$ cat config.mk
export PLATFORM = sky130hd
export DESIGN_NAME = seven_segment_serial_driver
export DESIGN_NICKNAME = d
export VERILOG_FILES = /design/src/rtl/core/ssd_pkg.sv /design/src/rtl/core/ssd_front.sv /design/src/rtl/core/ssd_fifo.sv /design/src/rtl/core/ssd_back.sv /design/src/rtl/core/seven_segment_serial_driver.sv
export SDC_FILE = /design/constraint.sdc
export NUM_CORES = 1
export LEC_CHECK = 0
export ABC_AREA = 1
export BUFFER_PORTS_ARGS = -buffer_cell sky130_fd_sc_hd__buf_2
export CAP_MARGIN = 20
export CORE_UTILIZATION = 40
export DETAILED_ROUTE_END_ITERATION = 10
export PLACE_DENSITY_LB_ADDON = 0.15
export SETUP_SLACK_MARGIN = 0.02
export SYNTH_ARGS = -nofsm -noshare
export SYNTH_HDL_FRONTEND = slang
export SYNTH_SLANG_ARGS = --single-unit
$ cat constraint.sdc
create_clock -name clk_i -period 7.47 [get_ports clk_i]
set_clock_uncertainty 0.1 [all_clocks]
set_input_delay 1.494 -clock clk_i [delete_from_list [all_inputs] [get_ports clk_i]]
set_output_delay 1.494 -clock clk_i [all_outputs]
set_load 0.01 [all_outputs]
$ cat src/rtl/core/ssd_pkg.sv
// Shared types, constants and the segment pattern table for the seven-segment serial driver.
package ssd_pkg;

  localparam int DigitCount   = 4;
  localparam int QueueDepth   = 2;
  localparam int SegBits      = 8;
  localparam int BitCntW      = $clog2(SegBits + 1);
  localparam int ThousandsPos = 3;
  localparam int TensPos      = 1;
  localparam int DotDigit     = 2;
  localparam int BlankLimit   = 1000;
  localparam int DotTensLimit = 5;
  localparam logic [SegBits-1:0] DotMask  = 8'h20;
  localparam logic [16:0]        Recip10  = 17'd52429;
  localparam int                 RecipSh  = 19;

  localparam logic MODE_LOAD    = 1'b0;
  localparam logic MODE_REFRESH = 1'b1;

  typedef struct packed {
    logic [SegBits-1:0] seg;
    logic               sel;
  } ssd_cmd_t;

  function automatic logic [SegBits-1:0] seg_pattern(input logic [3:0] dec);
    logic [SegBits-1:0] pat;
    unique case (dec)
      4'd0:    pat = 8'h5f;
      4'd1:    pat = 8'h41;
      4'd2:    pat = 8'h9d;
      4'd3:    pat = 8'hcd;
      4'd4:    pat = 8'hc3;
      4'd5:    pat = 8'hce;
      4'd6:    pat = 8'hde;
      4'd7:    pat = 8'h45;
      4'd8:    pat = 8'hdf;
      4'd9:    pat = 8'hcf;
      default: pat = '0;
    endcase
    return pat;
  endfunction

endpackage

$ cat src/rtl/core/ssd_front.sv
// Front end: accepts beats, converts loaded values to segment bytes and queues refreshes.
module ssd_front #(
  parameter int DIGIT_COUNT = ssd_pkg::DigitCount
) (
  input  logic             clk_i,
  input  logic             rst_ni,
  input  logic             cfg_we_i,
  input  logic             cfg_wdata_i,
  input  logic             push,
  output logic             full,
  input  logic             mode_i,
  input  logic [15:0]      value_i,
  input  logic [1:0]       digit_i,
  input  logic             q_full_i,
  output logic             q_push_o,
  output ssd_pkg::ssd_cmd_t q_wdata_o
);

  localparam int Steps = (DIGIT_COUNT < 2) ? 2 : DIGIT_COUNT;
  localparam int StepW = $clog2(Steps);
  localparam int IdxW  = (DIGIT_COUNT > 1) ? $clog2(DIGIT_COUNT) : 1;

  logic                        update_en_q;
  logic                        conv_busy_q, conv_busy_d;
  logic [StepW-1:0]            step_q, step_d;
  logic [15:0]                 rest_q, rest_d;
  logic                        blank_q, blank_d;
  logic                        dot_q, dot_d;
  logic [ssd_pkg::SegBits-1:0] seg_q [DIGIT_COUNT];
  logic [ssd_pkg::SegBits-1:0] seg_d [DIGIT_COUNT];

  logic                        accept;
  logic [32:0]                 prod;
  logic [15:0]                 quot;
  logic [15:0]                 quot_x10;
  logic [3:0]                  rem;
  logic [ssd_pkg::SegBits-1:0] conv_byte;
  logic [IdxW-1:0]             rd_idx;
  logic [ssd_pkg::SegBits-1:0] rd_byte;

  assign full   = conv_busy_q || q_full_i;
  assign accept = push && !full;

  assign prod     = rest_q * ssd_pkg::Recip10;
  assign quot     = 16'(prod >> ssd_pkg::RecipSh);
  assign quot_x10 = 16'(quot << 3) + 16'(quot << 1);
  assign rem      = 4'(rest_q - quot_x10);

  always_comb begin
    conv_byte = ssd_pkg::seg_pattern(rem);
    if ((32'(step_q) == ssd_pkg::ThousandsPos) && blank_q) begin
      conv_byte = '0;
    end
  end

  assign rd_idx = IdxW'(digit_i);

  always_comb begin
    rd_byte = (4'(digit_i) < 4'(DIGIT_COUNT)) ? seg_q[rd_idx] : '0;
    if ((32'(digit_i) == ssd_pkg::DotDigit) && dot_q) begin
      rd_byte = rd_byte | ssd_pkg::DotMask;
    end
  end

  assign q_push_o      = accept && (mode_i == ssd_pkg::MODE_REFRESH);
  assign q_wdata_o.seg = rd_byte;
  assign q_wdata_o.sel = (digit_i != 2'd0);

  always_comb begin
    conv_busy_d = conv_busy_q;
    step_d      = step_q;
    rest_d      = rest_q;
    blank_d     = blank_q;
    dot_d       = dot_q;
    seg_d       = seg_q;
    if (conv_busy_q) begin
      for (int i = 0; i < DIGIT_COUNT; i++) begin
        if (32'(step_q) == i) begin
          seg_d[i] = conv_byte;
        end
      end
      if (32'(step_q) == ssd_pkg::TensPos) begin
        dot_d = (32'(rem) < ssd_pkg::DotTensLimit);
      end
      rest_d = quot;
      if (step_q == StepW'(Steps - 1)) begin
        conv_busy_d = 1'b0;
      end else begin
        step_d = step_q + 1'b1;
      end
    end else if (accept && (mode_i == ssd_pkg::MODE_LOAD) && update_en_q) begin
      conv_busy_d = 1'b1;
      step_d      = '0;
      rest_d      = value_i;
      blank_d     = (32'(value_i) < ssd_pkg::BlankLimit);
    end
  end

  always_ff @(posedge clk_i or negedge rst_ni) begin
    if (!rst_ni) begin
      update_en_q <= 1'b1;
      conv_busy_q <= 1'b0;
      step_q      <= '0;
      dot_q       <= 1'b1;
      for (int i = 0; i < DIGIT_COUNT; i++) begin
        seg_q[i] <= '0;
      end
    end else begin
      if (cfg_we_i) begin
        update_en_q <= cfg_wdata_i;
      end
      conv_busy_q <= conv_busy_d;
      step_q      <= step_d;
      dot_q       <= dot_d;
      seg_q       <= seg_d;
    end
  end

  always_ff @(posedge clk_i) begin
    rest_q  <= rest_d;
    blank_q <= blank_d;
  end

endmodule

$ cat src/rtl/core/ssd_fifo.sv
// Short command queue between the front end and the serialiser.
module ssd_fifo #(
  parameter int DEPTH = ssd_pkg::QueueDepth
) (
  input  logic              clk_i,
  input  logic              rst_ni,
  input  logic              push_i,
  input  ssd_pkg::ssd_cmd_t wdata_i,
  output logic              full_o,
  input  logic              pop_i,
  output ssd_pkg::ssd_cmd_t rdata_o,
  output logic              empty_o
);

  localparam int PtrW = (DEPTH > 1) ? $clog2(DEPTH) : 1;
  localparam int CntW = $clog2(DEPTH + 1);

  ssd_pkg::ssd_cmd_t mem_q [DEPTH];
  logic [PtrW-1:0]   wptr_q, rptr_q;
  logic [CntW-1:0]   cnt_q;
  logic              do_push, do_pop;

  assign full_o  = (cnt_q == CntW'(DEPTH));
  assign empty_o = (cnt_q == '0);
  assign do_push = push_i && !full_o;
  assign do_pop  = pop_i && !empty_o;
  assign rdata_o = mem_q[rptr_q];

  always_ff @(posedge clk_i or negedge rst_ni) begin
    if (!rst_ni) begin
      wptr_q <= '0;
      rptr_q <= '0;
      cnt_q  <= '0;
    end else begin
      if (do_push) begin
        wptr_q <= (32'(wptr_q) == DEPTH - 1) ? '0 : wptr_q + 1'b1;
      end
      if (do_pop) begin
        rptr_q <= (32'(rptr_q) == DEPTH - 1) ? '0 : rptr_q + 1'b1;
      end
      if (do_push && !do_pop) begin
        cnt_q <= cnt_q + 1'b1;
      end else if (do_pop && !do_push) begin
        cnt_q <= cnt_q - 1'b1;
      end
    end
  end

  always_ff @(posedge clk_i) begin
    if (do_push) begin
      mem_q[wptr_q] <= wdata_i;
    end
  end

endmodule

$ cat src/rtl/core/ssd_back.sv
// Serialiser: shifts a segment byte out MSB first and follows it with the latch beat.
module ssd_back (
  input  logic              clk_i,
  input  logic              rst_ni,
  input  logic              q_empty_i,
  input  ssd_pkg::ssd_cmd_t q_rdata_i,
  output logic              q_pop_o,
  output logic              empty,
  input  logic              pop,
  output logic              data_bit_o,
  output logic              latch_o,
  output logic              last_o
);

  localparam logic [ssd_pkg::BitCntW-1:0] LatchStep = ssd_pkg::BitCntW'(ssd_pkg::SegBits);

  logic                            busy_q, busy_d;
  logic [ssd_pkg::SegBits-1:0]     shift_q, shift_d;
  logic [ssd_pkg::BitCntW-1:0]     cnt_q, cnt_d;
  logic                            sel_q, sel_d;
  logic                            taken;
  logic                            at_latch;

  assign at_latch   = (cnt_q == LatchStep);
  assign taken      = pop && busy_q;
  assign empty      = !busy_q;
  assign latch_o    = at_latch;
  assign last_o     = at_latch;
  assign data_bit_o = at_latch ? sel_q : shift_q[ssd_pkg::SegBits-1];

  always_comb begin
    busy_d  = busy_q;
    shift_d = shift_q;
    cnt_d   = cnt_q;
    sel_d   = sel_q;
    q_pop_o = 1'b0;
    if (taken) begin
      if (at_latch) begin
        busy_d = 1'b0;
      end else begin
        shift_d = shift_q << 1;
        cnt_d   = cnt_q + 1'b1;
      end
    end
    if ((!busy_q || (taken && at_latch)) && !q_empty_i) begin
      q_pop_o = 1'b1;
      busy_d  = 1'b1;
      shift_d = q_rdata_i.seg;
      sel_d   = q_rdata_i.sel;
      cnt_d   = '0;
    end
  end

  always_ff @(posedge clk_i or negedge rst_ni) begin
    if (!rst_ni) begin
      busy_q <= 1'b0;
      cnt_q  <= '0;
    end else begin
      busy_q <= busy_d;
      cnt_q  <= cnt_d;
    end
  end

  always_ff @(posedge clk_i) begin
    shift_q <= shift_d;
    sel_q   <= sel_d;
  end

endmodule

$ cat src/rtl/core/seven_segment_serial_driver.sv
// Top level of the seven-segment serial driver.
// A refresh beat produces nine result beats: eight segment bits MSB first, then the latch
// beat carrying the digit select bit; the serialiser delivers one result per cycle while
// pop stays high, and the command queue lets the input side accept further beats while
// results wait. A load beat, when updates are enabled, occupies the decimal converter,
// which produces one digit per cycle through a reciprocal multiply; full is high while
// the converter is busy.
module seven_segment_serial_driver #(
  parameter int DIGIT_COUNT = ssd_pkg::DigitCount,
  parameter int QUEUE_DEPTH = ssd_pkg::QueueDepth
) (
  input  logic        clk_i,
  input  logic        rst_ni,
  input  logic        cfg_we_i,
  input  logic        cfg_wdata_i,
  input  logic        push,
  output logic        full,
  input  logic        mode_i,
  input  logic [15:0] value_i,
  input  logic [1:0]  digit_i,
  output logic        empty,
  input  logic        pop,
  output logic        data_bit_o,
  output logic        latch_o,
  output logic        last_o
);

  logic              q_full, q_push, q_empty, q_pop;
  ssd_pkg::ssd_cmd_t q_wdata, q_rdata;

  ssd_front #(
    .DIGIT_COUNT(DIGIT_COUNT)
  ) u_front (
    .clk_i      (clk_i),
    .rst_ni     (rst_ni),
    .cfg_we_i   (cfg_we_i),
    .cfg_wdata_i(cfg_wdata_i),
    .push       (push),
    .full       (full),
    .mode_i     (mode_i),
    .value_i    (value_i),
    .digit_i    (digit_i),
    .q_full_i   (q_full),
    .q_push_o   (q_push),
    .q_wdata_o  (q_wdata)
  );

  ssd_fifo #(
    .DEPTH(QUEUE_DEPTH)
  ) u_fifo (
    .clk_i  (clk_i),
    .rst_ni (rst_ni),
    .push_i (q_push),
    .wdata_i(q_wdata),
    .full_o (q_full),
    .pop_i  (q_pop),
    .rdata_o(q_rdata),
    .empty_o(q_empty)
  );

  ssd_back u_back (
    .clk_i     (clk_i),
    .rst_ni    (rst_ni),
    .q_empty_i (q_empty),
    .q_rdata_i (q_rdata),
    .q_pop_o   (q_pop),
    .empty     (empty),
    .pop       (pop),
    .data_bit_o(data_bit_o),
    .latch_o   (latch_o),
    .last_o    (last_o)
  );

  a_latch_is_last: assert property (@(posedge clk_i) disable iff (!rst_ni)
    !empty |-> (latch_o == last_o))
    else $error("latch and last beats disagree");

  a_data_after_latch: assert property (@(posedge clk_i) disable iff (!rst_ni)
    (pop && !empty && latch_o) |=> (empty || !latch_o))
    else $error("latch beat not followed by a data beat");

  a_hold_unpopped: assert property (@(posedge clk_i) disable iff (!rst_ni)
    (!empty && !pop) |=> (!empty && $stable(latch_o) && $stable(data_bit_o)))
    else $error("waiting result changed before it was popped");

endmodule

Word level (Yosys, flattened, before mapping)
Memory sizes are Yosys's and may differ from the RTL's.
Index checks and enable logic that the tools add are counted.

cells by class
  multiplexer cells = 30
  reduce and logical (&&, ||, !) cells = 36
  $lt $le $gt $ge = 3
  add/sub/neg operators = 8
  $mul = 1
  bitwise operators = 3
  equality and inequality tests = 8

operator list
  cell                                                                            count
  8-bit two-way mux                                                               6
  16-bit by 16-bit multiplier with 32-bit output, second input constant           1
  13-bit two-way mux                                                              2
  8-bit binary-select mux with 2-bit select                                       1
  16-bit by 10-bit less-than comparator with 1-bit output, second input constant  1
  2-bit AND reduction                                                             8
  1-bit logical AND                                                               13
  1-bit two-way mux                                                               12
  4-bit two-way mux                                                               3
  2-bit two-way mux                                                               5
  2-bit nonzero test                                                              5
  2-bit equality test, second input constant                                      4
  1-bit zero test                                                                 6
  6-bit two-way mux                                                               1
  2-bit by 1-bit adder with 2-bit output, second input constant                   2
  4-bit by 1-bit adder with 4-bit output, second input constant                   1
  4-bit adder                                                                     1
  4-bit equality test, second input constant                                      1
  2-bit zero test                                                                 2
  4-bit by 3-bit less-than comparator with 1-bit output, second input constant    1
  2-bit inequality test, second input constant                                    2
  4-bit subtractor                                                                1
  3-bit greater-or-equal comparator, second input constant                        1
  2-bit inverter with 3-bit output                                                1
  other kinds (5)                                                                 8

word-level totals
  input port bits = 25
  RAM bits = 18
  output and inout bits = 5
  memories = 2
  word-level logic and storage cells = 109
  bits in read-only memories = 112
  flip-flop bits (word level) = 72

memory list
  name             words  width  rd ports  clocked after memory_dff  write ports  RTL line        text
  (no name shown)  16     7      1         0                         0            ssd_pkg.sv:27   unique case (dec)
  u_fifo.mem_q     2      9      1         0                         1            ssd_fifo.sv:18  ssd_pkg::ssd_cmd_t mem_q [DEPTH];

Depth between registers and ports, before layout
Gate-level depths: netlist of run 1.

  depth in word-level cells = 10
  mapped depth = 31
  gate-level depth less buffers = 31

Hierarchy
Synthesis of run 1 repeated with hierarchy kept, for this count alone.

unflattened totals
  cells, all modules = 1105
  area total of the unflattened synthesis = 9305.2 um^2

by module, submodules not included
  module     area each (um^2)  instances  cells each  seq. area each (um^2)
  ssd_front  7689.9            1          945         1308.8
  ssd_fifo   880.8             1          78          640.6
  ssd_back   734.5             1          82          395.4

Worst setup path before layout of run 1
Ideal clock, no wire load.

  kind = register to register
  start = register u_front.rest_q[3]
  end = register u_front.seg_q[17] (netlist bit)
  library setup time = 119 ps
  required time = 7251 ps
  path slack = 1483 ps
  cell stages (with the launch flop) = 26
  data arrival time = 5768 ps
  cell sequence = edfxtp_1 ha_1 inv_1 fa_1 inv_1 fa_1 fa_1 fa_1 inv_1 fa_1 inv_1 ha_1 nand2_1 nor4_1 nand2_1 nand2_1 xor2_1 ha_1 inv_1 or2_2 nand2_1 inv_1 o21ai_0 nand3_1 nand4_1 nand2_1

between the ends
  cells in the longest elaborated chain, start to end = 5

RTL lines
  what                                            RTL line          text
  start: declaration                              ssd_front.sv:26   logic [15:0] rest_q, rest_d;
  start signal: assignment                        ssd_front.sv:120  rest_q <= rest_d;
  16-bit by 16-bit multiplier with 32-bit output  ssd_front.sv:44   assign prod = rest_q * ssd_pkg::Recip10;
  4-bit adder                                     ssd_front.sv:46   assign quot_x10 = 16'(quot << 3) + 16'(quot << 1);
  4-bit subtractor (*)                            ssd_front.sv:47   assign rem = 4'(rest_q - quot_x10);
  memory 16 x 7 bit (*)                           n/a
  8-bit two-way mux (*)                           ssd_front.sv:51   if ((32'(step_q) == ssd_pkg::ThousandsPos) && blank_q) begin
  end signal: assignment                          ssd_front.sv:115  seg_q <= seg_d;
  end: declaration                                ssd_front.sv:29   logic [ssd_pkg::SegBits-1:0] seg_q [DIGIT_COUNT];

Mark *: on every way between the ends. The rest lies on a longest branch, timed or not.
A chain may end at the register's enable or synchronous reset.

Worst setup path after layout of run 1
  start = register u_front.rest_q[7]
  end = register u_front.seg_q[25] (netlist bit)

between the ends
  cells in the longest elaborated chain, start to end = 5

RTL lines
  what                                            RTL line
  16-bit by 16-bit multiplier with 32-bit output  ssd_front.sv:44
  4-bit adder                                     ssd_front.sv:46
  4-bit subtractor                                ssd_front.sv:47
  memory 16 x 7 bit                               n/a
  8-bit two-way mux                               ssd_front.sv:51

Every way passes these cells.

==> impl_results.md, run 1 <==
- Synth unique cells: 40
- Crit path launch: u_front.rest_q[7]
- Post-synth top cells: 210 x inv_1, 193 x nand2_1, 147 x ha_1, 80 x fa_1, 58 x nor2_1
- Mean Syn Cell Area: 8.87 um^2
- Cell count along the critical path: 25
- Worst reg2reg endpoint: u_front.seg_q[25]
- Setup CP Type: flop to flop
- Tot GR Track Use: 21.1%
- Top delay family on crit path: adder cells
- Core area: 21800 um^2
- Slew Limit Headroom: 33.8%
- Synth-to-layout area growth: 8.62%
- Wire length per cell: 16.5 um
- Post-route setup slack: 0.828 ns
- YS warnings: 0
- Die width: 151 um
- Clock Latency Late Sink: 0.36 ns
- RePlAce Congestion: 0.923
- Slowest stage cell, crit path: fa_1
- Clock root buffer: clkbuf_16
- Clock sink total: 86
- Final period util: 88.9%
- Initial antenna violation count: 0
- Final Hold Fails: 0
- Worst endpoint required time: 7.61 ns
- Outcome: completed
- DRT Pass-1 Iters: 5
- Total grt overflow: 0
- Fraction of layout cells with a size suffix above 1: 6.38%
- Fin. max-slew vios: 0
- Largest net degree at the start of global routing: 43
- Setup TNS: 0 ns
- Via Count: 6573
- Synthesized Nets: 1250
- Rows: 54
- Combined area of the multi-input logic cells: 5640 um^2
- # nets final: 1282
- Cells after Synth: 998
- Unrepaired setup endpoints after global routing: no
- DR iter-0 viols: 400
- Routed vias/inst: 5.00
- CP bufs+invs: 6
- CP peak stage delay: 0.56 ns
- DR DRC count: 0
- PostCTS Resize Cnt: 0
- Pre-CTS setup slack: 0.863 ns
- Peak Freq: 151 MHz
- Sequential cell area: 2340 um^2
- Register bit total from synthesis: 86
- FFs w/ async S/R, synth: 48.8%
- Post-synthesis sequential area ratio: 26.5%
- Setup bufs post-CTS: 0
- N_diodes: 0
- Top FF cell, synth: edfxtp_1
- Largest fanout on the critical path: 6
- CP Launch Type: flop
- Worst setup path end: u_front.seg_q[25]
- Fillers: 2194
- Most common cell in the netlist: inv_1
- Top Ports: 30
- Hpwl dp: 17.5 mm
- Final WL: 21.7 mm
- Reg2reg setup slack: 0.83 ns
- Num CTS Buffers: 9
- Worst path most repeated cell: inv_1
- Post-layout minimum cycle time: 6.64 ns
- Top cell type's share of synthesized area: 20.8%
- Min-Delay Path Class: flop to flop
- Hold_buf cts: 0
- Number of synthesized flops with an enable pin: 41
- Die area: 22700 um^2
- Htree depth: 3
- Clock transition at path regs: 0.07 ns
- Max-Cap Viols: 0
- Top cells by area, synth: ha_1 21%, fa_1 18%, edfxtp_1 14%
- DRT antenna net count: 0
- Final setup vio count: 0
- Critical path capture point type: flop
- WP data arrival: 6.78 ns
- Port bufs: 29
- First-pass GRT wire length: 35.7 mm
- Die Height: 151 um
- Synth area leader: ha_1
- Reg2reg start: u_front.rest_q[7]
- Measured slew at the worst slew-check pin: 0.985 ns
- Worst r2r path cells: 25
- Vias in the first global route: 6526
- Max Buffers Root-to-Sink: 2
- Synth Cell Area: 8850 um^2
- Starting density of the core: 40.7%
- CTS tree: built
[worst reg2reg max path, cell delays in order, from the launching register on]
cell and delay, ns:
edfxtp_1 0.54, ha_1 0.41, inv_1 0.12, fa_1 0.49, inv_1 0.05, fa_1 0.50, fa_1 0.53, fa_1 0.55
inv_1 0.07, fa_1 0.56, inv_1 0.05, ha_1 0.33, nand2_1 0.11, nor4_1 0.39, nand2_1 0.10, nand2_1 0.10
xor2_1 0.09, ha_1 0.31, inv_1 0.05, or2_2 0.26, nand2_1 0.13, inv_1 0.12, o21ai_0 0.17, nand3_1 0.17
nand4_1 0.13, nand2_1 0.08
[final cells by class]
cell class	instances	share of cell area, %
well taps	280	3.64
clock inverters	7	0.677
multi-input cells	687	58.7
flip-flops and latches	86	24.4
repair buffers	33	1.95
clock buffers	9	2.34
inverters	213	8.32
[placed cells by master, fill, tap and decap left out, drive strengths merged, types with 9 or more instances in the layout]
cell	n
inv	215
nand2	199
ha	147
fa	80
nor2	61
o21ai	44
edfxtp	41
dfrtp	40
nand3	35
buf	33
a21oi	32
nand4	25
xor2	15
a31oi	11
o22ai	9
clkbuf	9
[flip-flops by register name (all words and copies together) (netlist names)]
| register | cells |
|---|---|
| u_back.busy_q | 1 |
| u_back.cnt_q | 4 |
| u_fifo.rptr_q | 1 |
| u_front.update_en_q | 1 |
| u_back.shift_q | 8 |
| u_front.conv_busy_q | 1 |
| u_front.step_q | 2 |
| u_back.sel_q | 1 |
| u_fifo.mem_q | 18 |
| u_fifo.cnt_q | 2 |
| u_front.blank_q | 1 |
| u_front.rest_q | 16 |
| u_front.seg_q | 28 |
| u_fifo.wptr_q | 1 |
| u_front.dot_q | 1 |
[stage by stage]
| stage | util [%] | std cells | hold WS (ns) | cell area, um^2 |
|---|---|---|---|---|
| after floorplan | - | 998 | 0.344 | 8850 |
| after global placement | 42.8 | 1298 | 0.362 | 9300 |
| after detailed placement | 42.8 | 1298 | 0.362 | 9300 |
| after CTS | 44.1 | 1314 | 0.381 | 9590 |
| after global routing | 44.2 | 1315 | 0.396 | 9610 |
| final | 44.2 | 1315 | 0.377 | 9610 |
[worst min path at each step]
stage                                   end  depth (start not counted)              start  slack, ns
after floorplan           u_front.seg_q[12]                          2  u_front.seg_q[12]       0.34
after global placement    u_front.seg_q[18]                          2  u_front.seg_q[18]       0.36
after detailed placement  u_front.seg_q[17]                          2  u_front.seg_q[17]       0.36
after CTS                 u_front.seg_q[17]                          2  u_front.seg_q[17]       0.38
after global routing       u_front.seg_q[6]                          2   u_front.seg_q[6]       0.40
final                     u_front.seg_q[17]                          2  u_front.seg_q[17]       0.38
[routing by layer]
metal  vias to the layer above  GRT usage (%)  wire [um]
met5                         -              0          0
met3                        10           3.09        924
met4                         0           3.70        178
met1                      3150           31.7      11100
met2                       137           32.3       9470
li1                       3276              -          -
[cell families (layout without fill, tap and decap cells)]
| group | Yosys count | count (layout) | synth area share (%) |
|---|---|---|---|
| AND/OR/NAND/NOR | 333 | 333 | 16.1 |
| adder cells (fa/ha/maj) | 227 | 227 | 38.9 |
| buffers and inverters | 225 | 262 | 9.77 |
| AO/OA/AOI/OAI | 107 | 107 | 6.73 |
| flip-flops | 86 | 86 | 26.5 |
| XOR/XNOR | 20 | 20 | 1.98 |
Power of run 1 is not shown: default switching activity piles up to over one toggle a cycle in this logic, so the estimate is an artifact.
==> inputs of run 2 (changes only) <==
--- a/config.mk
+++ b/config.mk
@@ -8,6 +8,7 @@
 export ABC_AREA = 1
 export BUFFER_PORTS_ARGS = -buffer_cell sky130_fd_sc_hd__buf_2
 export CAP_MARGIN = 20
+export CORE_ASPECT_RATIO = 1.1
 export CORE_UTILIZATION = 40
 export DETAILED_ROUTE_END_ITERATION = 10
 export PLACE_DENSITY_LB_ADDON = 0.15
==> run 2 against run 1 <==
Net effect:
- first-iteration DRC count down 0.75%
- die area about the same
- sequential cell count unchanged
- critical path type unchanged
==> impl_results.md, run 2 (synthesis gave the netlist of run 1 again) <==
- Worst endpoint required time: 7.59 ns (-0.02 ns)
- Setup bufs post-CTS: 0 (unchanged)
- Largest net degree at the start of global routing: 43 (unchanged)
- Biggest regs: u_front.seg_q x28, u_fifo.mem_q x18, u_front.rest_q x16
- Clock Latency Late Sink: 0.34 ns (-0.02 ns)
- Final setup vio count: 0 (unchanged)
- Core area: 21500 um^2 (-1.1%)
- Final WL: 22.5 mm (+3.8%)
- Most common cell after layout, fill and taps aside: inv_1
- Worst path most repeated cell: nand2_1
- Measured slew at the worst slew-check pin: 1.00 ns (+0.0172 ns)
- Htree depth: 3 (unchanged)
- Rows: 56 (+3.7%)
- Starting density of the core: 41.1% (+0.46 points)
- Initial antenna violation count: 0 (unchanged)
- Post-layout minimum cycle time: 6.74 ns (+0.0953 ns)
- Outcome: completed
- Largest Register: u_front.seg_q
- Critical path capture point type: flop
- Die Height: 158 um (+4.8%)
- Top Ports: 30 (unchanged)
- Slowest stage cell, crit path: fa_1
- Clock transition at path regs: 0.07 ns (about the same)
- Wire length per cell: 17.0 um (+3.1%)
- CP Launch Type: flop
- First-pass GRT wire length: 36.5 mm (+2.5%)
- Clock root buffer: clkbuf_16
- Routed vias/inst: 4.97 (-0.53%)
- Slew Limit Headroom: 32.7% (-1.2 points)
- CTS tree: built
- DRT Pass-1 Iters: 5 (unchanged)
- Fin. max-slew vios: 0 (unchanged)
- Min-Delay Path Class: flop to flop
- Max reg flops: 28 (unchanged)
- DRT antenna net count: 0 (unchanged)
- Max-Cap Viols: 0 (unchanged)
- Reg2reg setup slack: 0.73 ns (-0.10 ns)
- Total grt overflow: 0 (unchanged)
- Port bufs: 29 (unchanged)
- CP peak stage delay: 0.59 ns (+0.03 ns)
- Fin cells: 1324 (+0.68%)
- Die area: 22700 um^2 (about the same)
- Tot GR Track Use: 21.7% (+0.62 points)
- # nets final: 1281 (-0.078%)
- Hold_buf cts: 0 (unchanged)
- DR iter-0 viols: 397 (-0.75%)
- Setup TNS: 0 ns (unchanged)
- Hpwl dp: 18.7 mm (+6.6%)
- DR DRC count: 0 (unchanged)
- Fraction of layout cells with a size suffix above 1: 6.19% (-0.19 points)
- PostCTS Resize Cnt: 0 (unchanged)
- N_diodes: 0 (unchanged)
- Via Count: 6583 (+0.15%)
- Die width: 144 um (-4.6%)
- RePlAce Congestion: 0.887 (-3.9%)
- Final period util: 90.2% (+1.3 points)
- Clock sink total: 86 (unchanged)
- Setup CP Type: flop to flop
- Placed insts: 1307 (+0.69%)
- Max Buffers Root-to-Sink: 2 (unchanged)
- Vias in the first global route: 6741 (+3.3%)
- Final Hold Fails: 0 (unchanged)
- WP data arrival: 6.86 ns (+0.08 ns)
- Num CTS Buffers: 9 (unchanged)
- Unrepaired setup endpoints after global routing: no
- Largest fanout on the critical path: 6 (unchanged)
- Synth-to-layout area growth: 8.81%
- Most frequent cells in the layout: 210 x inv_1, 193 x nand2_1, 147 x ha_1, 80 x fa_1, 58 x nor2_1
- Peak Freq: 148 MHz (-1.4%)
run 2: changes by cell type in the layout (fill, tap and decap cells not counted):
cell        delta
buf_4          -1
buf_12         -1
clkinv_2       +1
inv_6          -2
clkinvlp_4     -1
clkbuf_1       +1
buf_16         +1
inv_8          -1
clkbuf_16      +1
inv_4          +1
run 2: layout make-up:
cell class              count  area, um^2
multi-input cells         687        5640
inverters                 213         800
repair buffers             32         188
clock buffers              11         254
clock inverters             5        40.0
well taps                 290         363
flip-flops and latches     86        2340
fillers                  2119       11900
run 2: final timing paths:
check                                  start           endpoint  cells past startpoint
min in group asynchronous             rst_ni   u_front.seg_q[4]                      1
max                        u_front.rest_q[2]  u_front.seg_q[31]                     26
min reg2reg                u_front.seg_q[16]  u_front.seg_q[16]                      2
min                        u_front.seg_q[16]  u_front.seg_q[16]                      2
max reg2reg                u_front.rest_q[2]  u_front.seg_q[31]                     26
max in group asynchronous             rst_ni      u_front.dot_q                      2
run 2: critical path: cells and delay by family (launching register included):
kind	cells	cell delay, ns
buffers and inverters	6	0.48
XOR/XNOR	1	0.27
adder cells (fa/ha/maj)	8	3.80
flip-flops	1	0.53
AND/OR/NAND/NOR	11	1.41
run 2: per-stage QoR:
step / util, % / worst slack (ns) / instance area (um^2) / hold WS [ns]
2_1_floorplan: - / 1.48 / 8850 / 0.344
3_5_place_dp: 43.3 / 0.796 / 9310 / 0.363
4_1_cts: 44.6 / 0.744 / 9600 / 0.382
5_1_grt: 44.8 / 0.252 / 9630 / 0.388
3_3_place_gp: 43.3 / 0.815 / 9310 / 0.359
6_report: 44.8 / 0.733 / 9630 / 0.380
run 2: routing by layer:
layer | vias up | global-route usage, % | part of all wire (%)
li1 | 3268 | - | -
met1 | 3163 | 29.9 | 47
met2 | 129 | 35.9 | 47
met3 | 23 | 2.90 | 4.1
met4 | 0 | 5.47 | 1.7
met5 | - | 0 | 0
Power of run 2 is left out for the same reason.
